===== src/sv/pts_pkg.sv =====
package pts_pkg;

    localparam int FRAC_BITS = 8;

    localparam int ID_W     = 8;
    localparam int CPU_W    = 31;
    localparam int NICE_W   = 6;
    localparam int PRIO_W   = 8;
    localparam int USAGE_W  = CPU_W - FRAC_BITS - 2;
    localparam int CALC_W   = USAGE_W + 10;

    localparam int CFG_IDX_W = 2;
    localparam logic [CFG_IDX_W-1:0] REG_CEILING = CFG_IDX_W'(0);
    localparam logic [CFG_IDX_W-1:0] REG_FLOOR   = CFG_IDX_W'(1);

    localparam logic [PRIO_W-1:0] CEILING_RESET = PRIO_W'(127);
    localparam logic [PRIO_W-1:0] FLOOR_RESET   = PRIO_W'(0);

    typedef struct packed {
        logic            valid;
        logic [ID_W-1:0] id;
        logic            idle;
    } t_decision;

endpackage


===== src/sv/pts_prio.sv =====
module pts_prio
    import pts_pkg::*;
(
    input  logic [CPU_W-1:0]         i_cpu_usage,
    input  logic signed [NICE_W-1:0] i_nice_value,
    input  logic [PRIO_W-1:0]        i_ceiling,
    input  logic [PRIO_W-1:0]        i_floor,
    output logic [PRIO_W-1:0]        o_priority
);

    logic [USAGE_W-1:0]       usage;
    logic signed [CALC_W-1:0] raw;
    logic signed [CALC_W-1:0] lo_clamped;
    logic signed [CALC_W-1:0] ceil_s;
    logic signed [CALC_W-1:0] floor_s;

    always_comb begin
        usage   = i_cpu_usage[CPU_W-1:FRAC_BITS+2];
        ceil_s  = $signed({{(CALC_W-PRIO_W){1'b0}}, i_ceiling});
        floor_s = $signed({{(CALC_W-PRIO_W){1'b0}}, i_floor});
        raw     = ceil_s
                - $signed({{(CALC_W-USAGE_W){1'b0}}, usage})
                - $signed({{(CALC_W-NICE_W-1){i_nice_value[NICE_W-1]}}, i_nice_value, 1'b0});
        // lower clamp first, upper clamp wins
        lo_clamped = (raw < floor_s) ? floor_s : raw;
        if (lo_clamped > ceil_s) begin
            o_priority = i_ceiling;
        end else begin
            o_priority = lo_clamped[PRIO_W-1:0];
        end
    end

endmodule


===== src/sv/pts_select.sv =====
module pts_select
    import pts_pkg::*;
(
    input  logic              i_clk,
    input  logic              i_rst_n,
    input  logic              i_advance,
    input  logic [ID_W-1:0]   i_task_id,
    input  logic              i_task_ready,
    input  logic              i_last_task,
    input  logic [PRIO_W-1:0] i_priority,
    output t_decision         o_decision
);

    logic              r_have_best;
    logic [PRIO_W-1:0] r_best_prio;
    logic [ID_W-1:0]   r_best_id;
    logic              n_have_best;
    logic [PRIO_W-1:0] n_best_prio;
    logic [ID_W-1:0]   n_best_id;
    logic              take;

    always_comb begin
        take = (i_task_id != '0) && i_task_ready
            && (!r_have_best || (i_priority > r_best_prio));
        n_have_best = r_have_best;
        n_best_prio = r_best_prio;
        n_best_id   = r_best_id;
        if (take) begin
            n_have_best = 1'b1;
            n_best_prio = i_priority;
            n_best_id   = i_task_id;
        end
        o_decision.valid = i_last_task;
        o_decision.id    = (i_last_task && n_have_best) ? n_best_id : '0;
        o_decision.idle  = i_last_task && !n_have_best;
    end

    always_ff @(posedge i_clk) begin
        if (!i_rst_n) begin
            r_have_best <= 1'b0;
            r_best_prio <= '0;
            r_best_id   <= '0;
        end else if (i_advance) begin
            if (i_last_task) begin
                r_have_best <= 1'b0;
                r_best_prio <= '0;
                r_best_id   <= '0;
            end else begin
                r_have_best <= n_have_best;
                r_best_prio <= n_best_prio;
                r_best_id   <= n_best_id;
            end
        end
    end

endmodule


===== src/sv/priority_task_selector.sv =====
// Priority task selector.
// Input channel: one task record per transfer (i_task_id, i_task_ready,
// i_cpu_usage, i_nice_value, i_last_task), taken when i_in_valid is high
// and o_in_stall is low. Output channel: one result per record
// (o_task_priority, o_decision_valid, o_chosen_id, o_idle_chosen), taken
// when o_out_valid is high and i_out_stall is low. The record marked last
// carries the decision for the list and starts a new list.
// A record goes to the input register, then to the result register.
// Throughput: one record per cycle while i_out_stall is low; the priority
// formula, clamp and best-task compare sit in one combinational stage.
// Configuration: index 0 sets the ceiling, index 1 the floor; o_cfg_ready is
// always high. Write only while the block is empty.
// Reset (i_rst_n low, synchronous): both stages empty, running best cleared,
// ceiling 127, floor 0.
// Stall: when i_out_stall holds a waiting result, the input register still
// takes one record; o_in_stall rises only when both stages are full.
module priority_task_selector
    import pts_pkg::*;
(
    input  logic                     i_clk,
    input  logic                     i_rst_n,
    input  logic                     i_cfg_valid,
    output logic                     o_cfg_ready,
    input  logic [CFG_IDX_W-1:0]     i_cfg_index,
    input  logic [PRIO_W-1:0]        i_cfg_data,
    input  logic                     i_in_valid,
    output logic                     o_in_stall,
    input  logic [ID_W-1:0]          i_task_id,
    input  logic                     i_task_ready,
    input  logic [CPU_W-1:0]         i_cpu_usage,
    input  logic signed [NICE_W-1:0] i_nice_value,
    input  logic                     i_last_task,
    output logic                     o_out_valid,
    input  logic                     i_out_stall,
    output logic [PRIO_W-1:0]        o_task_priority,
    output logic                     o_decision_valid,
    output logic [ID_W-1:0]          o_chosen_id,
    output logic                     o_idle_chosen
);

    logic [PRIO_W-1:0]        r_ceiling;
    logic [PRIO_W-1:0]        r_floor;
    logic                     r_s1_valid;
    logic [ID_W-1:0]          r_s1_id;
    logic                     r_s1_ready;
    logic [CPU_W-1:0]         r_s1_cpu;
    logic signed [NICE_W-1:0] r_s1_nice;
    logic                     r_s1_last;
    logic                     r_out_valid;
    logic [PRIO_W-1:0]        r_out_prio;
    t_decision                r_out_dec;
    logic                     out_adv;
    logic                     s1_adv;
    logic                     s1_fire;
    logic [PRIO_W-1:0]        prio;
    t_decision                dec;

    assign o_cfg_ready = 1'b1;
    assign out_adv     = !r_out_valid || !i_out_stall;
    assign s1_adv      = !r_s1_valid || out_adv;
    assign s1_fire     = r_s1_valid && out_adv;
    assign o_in_stall  = !s1_adv;

    always_ff @(posedge i_clk) begin
        if (!i_rst_n) begin
            r_ceiling <= CEILING_RESET;
            r_floor   <= FLOOR_RESET;
        end else if (i_cfg_valid) begin
            case (i_cfg_index)
                REG_CEILING: r_ceiling <= i_cfg_data;
                REG_FLOOR:   r_floor   <= i_cfg_data;
                default:     ;
            endcase
        end
    end

    always_ff @(posedge i_clk) begin
        if (!i_rst_n) begin
            r_s1_valid <= 1'b0;
        end else if (s1_adv) begin
            r_s1_valid <= i_in_valid;
        end
    end

    always_ff @(posedge i_clk) begin
        if (s1_adv && i_in_valid) begin
            r_s1_id    <= i_task_id;
            r_s1_ready <= i_task_ready;
            r_s1_cpu   <= i_cpu_usage;
            r_s1_nice  <= i_nice_value;
            r_s1_last  <= i_last_task;
        end
    end

    pts_prio u_prio (
        .i_cpu_usage  (r_s1_cpu),
        .i_nice_value (r_s1_nice),
        .i_ceiling    (r_ceiling),
        .i_floor      (r_floor),
        .o_priority   (prio)
    );

    pts_select u_select (
        .i_clk        (i_clk),
        .i_rst_n      (i_rst_n),
        .i_advance    (s1_fire),
        .i_task_id    (r_s1_id),
        .i_task_ready (r_s1_ready),
        .i_last_task  (r_s1_last),
        .i_priority   (prio),
        .o_decision   (dec)
    );

    always_ff @(posedge i_clk) begin
        if (!i_rst_n) begin
            r_out_valid <= 1'b0;
        end else if (out_adv) begin
            r_out_valid <= r_s1_valid;
        end
    end

    always_ff @(posedge i_clk) begin
        if (s1_fire) begin
            r_out_prio <= prio;
            r_out_dec  <= dec;
        end
    end

    assign o_out_valid      = r_out_valid;
    assign o_task_priority  = r_out_prio;
    assign o_decision_valid = r_out_dec.valid;
    assign o_chosen_id      = r_out_dec.id;
    assign o_idle_chosen    = r_out_dec.idle;

    a_idle_only_on_decision: assert property (@(posedge i_clk) disable iff (!i_rst_n)
        (r_out_valid && r_out_dec.idle) |-> r_out_dec.valid)
        else $error("idle flag on a result without a decision");

    a_chosen_not_idle_task: assert property (@(posedge i_clk) disable iff (!i_rst_n)
        (r_out_valid && r_out_dec.valid && !r_out_dec.idle) |-> (r_out_dec.id != '0))
        else $error("task 0 reported as chosen");

    a_quiet_without_decision: assert property (@(posedge i_clk) disable iff (!i_rst_n)
        (r_out_valid && !r_out_dec.valid) |-> (r_out_dec.id == '0 && !r_out_dec.idle))
        else $error("decision fields set on a non-final result");

    a_stall_only_when_full: assert property (@(posedge i_clk) disable iff (!i_rst_n)
        o_in_stall |-> (r_s1_valid && r_out_valid && i_out_stall))
        else $error("input stalled with room in the pipeline");

endmodule

===== config.mk =====
export PLATFORM = sky130hd
export DESIGN_NAME = priority_task_selector
export DESIGN_NICKNAME = d
export VERILOG_FILES = /design/src/sv/pts_pkg.sv /design/src/sv/pts_prio.sv /design/src/sv/pts_select.sv /design/src/sv/priority_task_selector.sv
export SDC_FILE = /design/constraint.sdc
export NUM_CORES = 1
export LEC_CHECK = 0
export BUFFER_PORTS_ARGS = -buffer_cell sky130_fd_sc_hd__buf_2
export CORE_MARGIN = 5
export CORE_UTILIZATION = 63
export DETAILED_ROUTE_END_ITERATION = 8
export PLACE_DENSITY = 0.86
export SLEW_MARGIN = 5
export SYNTH_ARGS = -nofsm -noshare
export SYNTH_HDL_FRONTEND = slang
export SYNTH_SLANG_ARGS = --single-unit

===== constraint.sdc =====
create_clock -name i_clk -period 25.4 [get_ports i_clk]
set_clock_uncertainty 0.1 [all_clocks]
set_input_delay 5.08 -clock i_clk [delete_from_list [all_inputs] [get_ports i_clk]]
set_output_delay 5.08 -clock i_clk [all_outputs]
set_load 0.05 [all_outputs]

==> impl_metrics.json <==
{
  "status": "finished clean",
  "numCtsBuffers": 9,
  "n_fill_cell": 685,
  "path_buf_inv": 4,
  "comb_power_share_pct": 34.5,
  "dr.pass1.iters": 5,
  "reg2reg_from": "r_ceiling[0]",
  "worstSetupPathType": "flop to flop",
  "syn-num-nets": 741,
  "path_delay_family": "compound AO/OA/AOI/OAI gates",
  "grt_max_degree": 38,
  "postCtsHoldBufs": 0,
  "switching_power_w": 0.000149,
  "hpwl_um": 11000,
  "worstRegToRegCells": 44,
  "min_path_type": "flop to flop",
  "crit_start": "r_ceiling[0]",
  "synth_seq_cells": 90,
  "n_antenna_cell": 0,
  "tns_ns": 0,
  "ctsHtreeMaxLevel": 3,
  "internal_power_w": 0.000254,
  "post-cts-setup-buffer-count": 0,
  "cp_slowest_cell": "a2111oi_2",
  "synth_area_um2": 5950,
  "drv_slew": 0,
  "p_clk_share_pct": 23.7,
  "fin_util_pct": 71.4,
  "cp-endpoint": "u_select.r_best_prio[5]",
  "rsz0062_at_grt": "false",
  "post-synth-top-area-cell": "edfxtp_1",
  "grt_pass1_wl_um": 23000,
  "reg2reg_to": "u_select.r_best_prio[5]",
  "synth.top_cell.area_share_pct": 27.7,
  "synthToLayoutAreaGrowth_pct": 10.9,
  "die_height_um": 107,
  "yosysMostFrequentCell": "nor2_1",
  "start_util_pct": 64.4,
  "stdcell_count": 827,
  "cpPeakStageDelay_ns": 1.00,
  "syn-mean-instance-area_um2": 9.54,
  "seqPwrFrac_pct": 41.8,
  "cp-start-kind": "flop",
  "synth_warnings": 0,
  "p_sw_share_pct": 37.0,
  "rrSetupSlack_ns": 13.79,
  "ys.flop_type": "edfxtp_1",
  "cp.arrival_ns": 11.82,
  "ys_seq_area_share_pct": 39.5,
  "cp_max_fo": 15,
  "fin_nets": 810,
  "vdd_drop_max_mv": 0.0450,
  "synth.distinct_cells": 73,
  "worstMarginPinSlew_ns": 1.11,
  "dieArea_um2": 11500,
  "hold_violations": 0,
  "clock_path_buffers": 2,
  "end_kind": "flop",
  "clock_latency_ns": 0.37,
  "power_leakage_nw": 2.84,
  "drtIter0Drc": 326,
  "relSlewSlack_pct": 26.0,
  "drc_errors": 0,
  "clkTransAtPathRegs_ns": 0.10,
  "finalSetupViolCount": 0,
  "ios": 83,
  "fmax_mhz": 86.1,
  "post-route-min-period_ns": 11.61,
  "cts_root_buf": "clkbuf_8",
  "clock_sinks": 90,
  "routedWlPerCell_um": 17.1,
  "antenna_found_initial": 0,
  "synth-async-reset-ratio_pct": 0,
  "timing.max_cap.violations": 0,
  "cts_resized": 0,
  "synth_cells": 624,
  "grt-ovfl-total": 0,
  "io_buffers": 71,
  "period_share_pct": 45.7,
  "placementRows": 35,
  "post-place-cells": 811,
  "vias": 4959,
  "gp_congestion": 0.909,
  "synth_area_leaders": "edfxtp_1 (28%), dfxtp_1 (12%), ha_1 (11%)",
  "synthTopCellsByCount": "nor2_1 (63), inv_1 (59), edfxtp_1 (55)",
  "dieWidth_um": 107,
  "via_per_inst": 6.00,
  "cp.depth": 44,
  "routed_wl_um": 14100,
  "layout-drive-gt1-share_pct": 16.5,
  "p_per_area_nw_per_um2": 61.0,
  "cts_tree": "yes",
  "core_area_um2": 9240,
  "ant_nets": 0,
  "track_usage_pct": 25.2,
  "worstPathRequired_ns": 25.60,
  "grt_pass1_vias": 4805,
  "synth-edff-count": 55
}
sequential cells by signal, summed over array words and instances (netlist names):
signal	flops
o_chosen_id	8
o_decision_valid	1
o_idle_chosen	1
o_out_valid	1
o_task_priority	8
r_ceiling	8
r_floor	8
r_s1_cpu	21
r_s1_id	8
r_s1_last	1
r_s1_nice	6
r_s1_ready	1
r_s1_valid	1
u_select.r_best_id	8
u_select.r_best_prio	8
u_select.r_have_best	1
worst min path at each step:
stage	slack, ns	depth (start not counted)	from	to
floorplan	0.34	2	r_s1_valid	o_out_valid
global placement	0.36	2	r_s1_valid	o_out_valid
detailed placement	0.39	2	u_select.r_best_id[4]	u_select.r_best_id[4]
CTS	0.41	2	r_s1_valid	o_out_valid
global route	0.47	2	r_s1_valid	o_out_valid
finish	0.40	2	r_s1_valid	o_out_valid
cells by family (layout without fill, tap and decap cells):
group	count (synthesis)	in the layout	share of synthesized area, %
buf+inv	77	151	5.38
compound gates	167	167	20.2
xor+xnor	28	28	4.12
mux	22	22	3.70
other cells	1	1	0.0630
simple gates	184	184	15.3
fa+ha+maj	55	55	11.8
flops	90	90	39.5
cell usage in the layout, fill, tap and decap left out, types with 5 or more instances in the layout:
master,synthesis,routed
a32oi_1,5,5
nor2b_1,7,6
nor4_1,12,12
a2111o_1,8,8
ha_1,53,53
inv_1,59,59
o21a_1,9,9
o21ai_0,31,31
buf_2,1,71
nand3_1,6,6
a21oi_1,36,36
and3_1,9,9
xor2_1,12,12
dfxtp_1,35,35
mux2i_1,22,22
clkbuf_8,0,9
nor3_1,9,9
a21o_1,6,6
edfxtp_1,55,55
nand2_1,40,40
nor2_1,63,63
nand4_1,8,8
a21boi_0,6,6
o211ai_1,14,14
a22oi_1,8,8
xnor2_1,16,16
power by group through the flow:
stage	Clock [W]	Combinational, W	Sequential (W)
6_report	0.0000954	0.000139	0.000168
2_1_floorplan	0	0.0000971	0.000178
3_3_place_gp	0	0.000132	0.000171
3_5_place_dp	0	0.000136	0.000172
4_1_cts	0.0000955	0.000137	0.000168
5_1_grt	0.000103	0.000154	0.000169
per-stage QoR:
step | setup WS (ns) | total power [W] | hold WS, ns | cell area [µm²]
after global routing | 13.08 | 0.000427 | 0.469 | 6600
after global placement | 14.34 | 0.000304 | 0.365 | 6420
after detailed placement | 14.03 | 0.000308 | 0.387 | 6420
final | 13.79 | 0.000403 | 0.405 | 6600
after CTS | 13.93 | 0.000401 | 0.412 | 6600
after floorplan | 14.66 | 0.000275 | 0.345 | 5950
worst register-to-register path: cells and delay by family, from the launching register on:
kind / cells / cell delay [ns]
xor+xnor: 1 / 0.14
mux: 1 / 0.39
simple gates: 11 / 2.93
buf+inv: 4 / 0.52
flops: 1 / 0.36
fa+ha+maj: 6 / 2.08
compound gates: 21 / 5.01
area by class of cell:
| class | instances | area, µm² | share of cell area (%) |
|---|---|---|---|
| multi-input combinational | 457 | 3290 | 49.9 |
| clock inverter | 7 | 60.1 | 0.910 |
| clock buffer | 9 | 124 | 1.88 |
| sequential | 90 | 2350 | 35.6 |
| tap | 129 | 161 | 2.45 |
| inverter | 60 | 225 | 3.41 |
| timing repair buffer | 75 | 385 | 5.84 |
routing by layer:
layer	GRT usage, %	up-vias	routed length (µm)
met1	33.4	2341	6230
met5	0	-	0
met4	7.03	0	238
li1	-	2433	-
met2	42.9	153	6900
met3	3.67	32	734
(Power assumes the default switching activity.)
